$ cat config.mk
export PLATFORM = sky130hd
export DESIGN_NAME = sscp_obuf
export DESIGN_NICKNAME = d
export VERILOG_FILES = /design/src/design/sscp_pkg.sv /design/src/design/sscp_obuf.sv
export SDC_FILE = /design/constraint.sdc
export NUM_CORES = 1
export LEC_CHECK = 0
export ABC_AREA = 1
export BUFFER_PORTS_ARGS = -buffer_cell sky130_fd_sc_hd__buf_2
export CORE_MARGIN = 4
export CORE_UTILIZATION = 56
export DETAILED_ROUTE_END_ITERATION = 10
export HOLD_SLACK_MARGIN = 0.06
export PLACE_DENSITY = 0.87
export SLEW_MARGIN = 40
export SYNTH_ARGS = -nofsm -noshare
export SYNTH_HDL_FRONTEND = slang
export SYNTH_SLANG_ARGS = --single-unit
$ cat constraint.sdc
create_clock -name clk -period 10.9 [get_ports clk]
set_clock_uncertainty 0.1 [all_clocks]
set_input_delay 1.09 -clock clk [delete_from_list [all_inputs] [get_ports clk]]
set_output_delay 1.09 -clock clk [all_outputs]
set_load 0.05 [all_outputs]
$ cat src/design/sscp_pkg.sv
// ----------------------------------------------------------------------------
// sscp_pkg
// Shared widths, types and codes for the segment/sphere closest point core.
// ----------------------------------------------------------------------------
package sscp_pkg;

	// Coordinate and intermediate widths.
	localparam int COORD_W = 32;
	localparam int DIFF_W = COORD_W + 1;
	localparam int RAD_W = 31;
	localparam int PROD_W = 2 * DIFF_W;
	localparam int DEN_W = PROD_W;
	localparam int NUM_W = PROD_W + 2;
	localparam int T_BITS = 30;
	localparam int OFF_W = DIFF_W + T_BITS;
	localparam int RSQ_W = 2 * RAD_W;
	localparam int CFG_IDX_W = 3;

	typedef logic signed [COORD_W-1:0] coord_t;
	typedef logic signed [DIFF_W-1:0] diff_t;
	typedef logic signed [PROD_W-1:0] prod_t;
	typedef logic signed [NUM_W-1:0] num_t;
	typedef logic [DEN_W-1:0] den_t;
	typedef logic [RAD_W-1:0] rad_t;
	typedef logic [T_BITS-1:0] frac_t;
	typedef logic [1:0] region_t;

	// Three-component vectors, index 0 is x, 1 is y, 2 is z.
	typedef coord_t [2:0] vec_t;
	typedef diff_t [2:0] dvec_t;

	// Region codes of a result.
	localparam region_t REGION_INTERIOR = 2'd0;
	localparam region_t REGION_START = 2'd1;
	localparam region_t REGION_END = 2'd2;
	localparam region_t REGION_DEGEN = 2'd3;

	// Configuration register indexes.
	localparam logic [CFG_IDX_W-1:0] REG_START_X = 3'd0;
	localparam logic [CFG_IDX_W-1:0] REG_START_Y = 3'd1;
	localparam logic [CFG_IDX_W-1:0] REG_START_Z = 3'd2;
	localparam logic [CFG_IDX_W-1:0] REG_END_X = 3'd3;
	localparam logic [CFG_IDX_W-1:0] REG_END_Y = 3'd4;
	localparam logic [CFG_IDX_W-1:0] REG_END_Z = 3'd5;

	// Reset values: the segment runs from the origin to 1.0 on x.
	localparam coord_t START_RESET = 32'sh0000_0000;
	localparam coord_t END_X_RESET = 32'sh0001_0000;
	localparam coord_t END_YZ_RESET = 32'sh0000_0000;
	localparam diff_t DIR_X_RESET = 33'sh0_0001_0000;
	localparam diff_t DIR_YZ_RESET = 33'sh0_0000_0000;

	// Per-item data that rides along with the arithmetic.
	typedef struct packed {
		vec_t center;
		rad_t radius;
		region_t region;
	} side_t;

	// One finished result.
	typedef struct packed {
		vec_t near;
		logic colliding;
		region_t region;
	} res_t;

endpackage

$ cat src/design/sscp_obuf.sv
// ----------------------------------------------------------------------------
// sscp_obuf
// Two-entry output buffer. It decouples the pipeline from the output stall
// so that the pipeline enable depends on registered state only.
// ----------------------------------------------------------------------------
module sscp_obuf (
	input  logic                clk,
	input  logic                arst_n,
	input  logic                push_valid,
	input  sscp_pkg::res_t      push_res,
	output logic                room,
	output logic                out_valid,
	output sscp_pkg::res_t      out_res,
	input  logic                out_stall
);

	sscp_pkg::res_t ent_q [2];
	logic rd_q;
	logic [1:0] cnt_q;
	logic push, pop, wr_ptr;

	assign room = (cnt_q != 2'd2);
	assign push = push_valid && room;
	assign out_valid = (cnt_q != 2'd0);
	assign pop = out_valid && !out_stall;
	assign wr_ptr = rd_q ^ cnt_q[0];
	assign out_res = ent_q[rd_q];

	// Occupancy and read pointer.
	always_ff @(posedge clk or negedge arst_n) begin
		if (!arst_n) begin
			cnt_q <= 2'd0;
			rd_q <= 1'b0;
		end else begin
			cnt_q <= cnt_q + 2'(push) - 2'(pop);
			rd_q <= rd_q ^ pop;
		end
	end

	// Entry storage.
	always_ff @(posedge clk) begin
		if (push) begin
			ent_q[wr_ptr] <= push_res;
		end
	end

endmodule

# Word level (Yosys, flattened, before mapping)
# Memory sizes are Yosys's and may differ from the RTL's.
# Index checks and enable logic that the tools add are counted.
# op_classes
addsub	2
multipliers	0
n_div	0
magnitude_cmp	0
n_eq_ne	1
shifts	0
n_mux	2
n_bitwise	2
n_reduce_logical	4
# ops
op	count
2-bit by 1-bit adder with 2-bit output	1
1-bit logical AND	2
1-bit 2-to-1 mux	2
2-bit inequality test, second input constant	1
2-bit nonzero test	1
2-bit by 1-bit subtractor with 2-bit output	1
1-bit XOR	2
1-bit logical NOT	1
# word_totals
reg_bits	3
latchBits	0
mem_bits_rw	198
mem_bits_ro	0
input_bits	103
out_inout_bits	101
n_memories	1
# memory_table
name	words	width	rd	rd_clocked_by_memory_dff	write_ports	line	text
ent_q	2	99	1	0	1	sscp_obuf.sv:17	sscp_pkg::res_t ent_q [2];

# Logic depth before layout (Yosys ltp)
# logic_depth
word_depth	4
mapped_depth	10
mapped_depth_nobuf	10

# Worst setup path after synthesis
# OpenSTA, ideal clock, no wires.
# synth_timing
kind	input port to flip-flop
from	input push_valid
to	memory ent_q[1][0] in the netlist's numbering (enable)
setup_ns	0.589
arrival_ns	5.988
slack_ns	4.223
stages	2
path_buffers	0
cell_sequence	nand2_1 a21oi_1
# synth_via
elab_chain_cells	3
# synth_lines
item	line	text
from (decl)	sscp_obuf.sv:9	input logic push_valid,
1-bit logical AND	sscp_obuf.sv:23	assign push = push_valid && room;
1-bit 2-to-1 mux	sscp_obuf.sv:42	if (push) begin
1-bit 2-to-1 mux (implied by the code)	sscp_obuf.sv:43	ent_q[wr_ptr] <= push_res;
to (decl)	sscp_obuf.sv:17	
# No other way between the ends.

==> run summary <==
Run status: finished clean
Largest fanout on the critical path: 100
Fin crit share: 0.3576
#FFs+latches synth: 201
Largest net degree at the start of global routing: 101
IO Pins: 204
Crit Path Category: reg -> out
First-pass GRT wire length: 23.18 mm
CP max stage cell: dfrtp_4
Ys async rst share: 0.01493
Unrepaired setup endpoints after global routing: no
# Post-CTS Setup Buffers: 0
Hold Slack: 0.3008 ns
Final critical-path required period: 3.898 ns
WL/cell: 16.27 um
CORE AREA: 12820 sq um
Main synth FF type: edfxtp_1
Starting Density: 0.5814
Chip width: 123.4 um
Count of different cell masters after synthesis: 12
Crit path DAT: 2.71 ns
Top cell type's share of synthesized area: 0.7974
Vias: 4753
FF-to-FF End: ent_q[1][91]
Maximum capacitance violations: 0
Number of nets in the layout: 862
DIE HEIGHT: 123.4 um
Hold Buf Count CTS: 0
DRC errors left: 0
Post-synth EDFFs: 198
Worst min-delay path category: in -> async
Synth warn: 0
Buf/Inv on CP: 4
Core Rows: 41
Area delta synth->final: 24.11%
CTS Buf Count: 20
GRT Residual Overflow: 0
R2r startpoint: rd_q
R2R Setup Slk: 7.68 ns
Routed Antenna Nets: 0
Share of cells above drive strength 1: 0.3130
CTS resizes: 0
Slew HR: 0.4776
Largest stage delay on the critical path: 0.72 ns
Hold Vio Cnt, Final: 0
Die Area: 15220 sq um
Clock-pin slew on the worst setup and hold paths: 0.06 ns
R2R cell count: 5
Top-count cell post-synth: nand2_1
Vias per std cell: 5.040
CP cell instances: buf_12, clkinv_2, buf_6, nand2_1, nand2_1, buf_2
DP HPWL: 9.871 mm
CTS tree: done
# setup viols final: 0
DRT iter0 DRCs: 337
TNS Setup: 0 ns
Synth top cells by count: nand2_1 (311), edfxtp_1 (198), buf_4 (11)
Fin. max-slew vios: 0
DR pass1 iterations: 5
Clock Latency Late Sink: 0.47 ns
Critical Path Sink Type: output pin
Final WL: 15.34 mm
Post-Syn Nets: 653
CP required: 9.71 ns
Cell mode on critical path: nand2_1
Worst-Margin Slew: 0.7836 ns
Register area share after synthesis: 0.8075
Vias in the first global route: 4873
Syn Inst Count: 548
Initial antenna violation count: 3
Clock Path Buffers: 3
Mean Syn Cell Area: 13.61 sq um
H-tree depth: 1
IO Port Bufs: 203
Root Driver: clkbuf_16
Startpoint Class: register
RD Place Congestion: 0.7530
Largest delay contributor family on the critical path: buffers and inverters
Ranking of synthesized cells by area: edfxtp_1 (80%), nand2_1 (16%), buf_6 (1.4%), buf_4 (1.1%), dfrtp_1 (1.0%)
Num Clock Sinks: 201
Tot GR Track Use: 0.1960
Cell accounting for the most synthesized area: edfxtp_1
Netlist Area Pre-Place: 7456 sq um
FMAX: 0.2565 GHz
how the worst max path moves through the flow:
stage | startpoint | end | slack (ns) | depth (start not counted)
finish | rd_q | out_res[30] | 7.00 | 6
CTS | rd_q | out_res[90] | 6.98 | 6
detailed placement | rd_q | out_res[35] | 7.49 | 6
global route | rd_q | out_res[88] | 6.84 | 6
floorplan | push_valid | ent_q[1][0] | 4.22 | 2
global placement | rd_q | ent_q[0][98] | 7.22 | 5
cells by family (layout without fill, tap and decap cells):
logic type      after synthesis  after routing  synth area share
compound gates                1              1         0.0006706
fa+ha+maj                     2              2          0.003356
buf+inv                      30            252           0.03004
flops                       201            201            0.8075
other cells                   0              1                 0
simple gates                314            314            0.1584
cell usage in the layout (no fill, tap or decap), drive strengths merged:
cell type	count
dfrtp	3
edfxtp	198
nand3	2
a21oi	1
bufinv	3
clkinv	11
inv	7
nand2	311
nor2	1
buf	209
clkbuf	22
diode	1
ha	2
registers in the layout, indices dropped and copies added (netlist names):
name	flops
ent_q	198
cnt_q	2
rd_q	1
metrics by stage:
stage | utilization | area [sq um] | cells | worst slack [ns]
6_report | 0.7216 | 9254 | 943 | 7.002
5_1_grt | 0.7216 | 9254 | 943 | 6.841
4_1_cts | 0.7211 | 9248 | 942 | 6.982
3_5_place_dp | 0.6695 | 8586 | 907 | 7.488
3_3_place_gp | 0.6664 | 8547 | 905 | 7.222
2_1_floorplan | - | 7456 | 548 | 4.223
per-layer routing:
layer  wire length, um  vias to the layer above  global-route usage  part of all wire
met5                21                        -                   0            0.0014
met4               305                        4             0.05813             0.020
met3              1415                       32             0.05444             0.092
met2              7776                      206              0.3500              0.51
met1              5823                     2249              0.2319              0.38
li1                  -                     2262                   -                 -
layout make-up:
type | instances | area [sq um]
multi-input combinational | 317 | 1230
fill | 826 | 3571
clock buffer | 22 | 529.3
timing repair buffer | 209 | 1089
antenna | 1 | 2.502
clock inverter | 13 | 132.6
inverter | 8 | 31.28
tap | 172 | 215.2
sequential | 201 | 6025
Power is left out: the tool's default activity adds up to more than one toggle a clock period on the data nets, which glitch-free logic cannot reach.
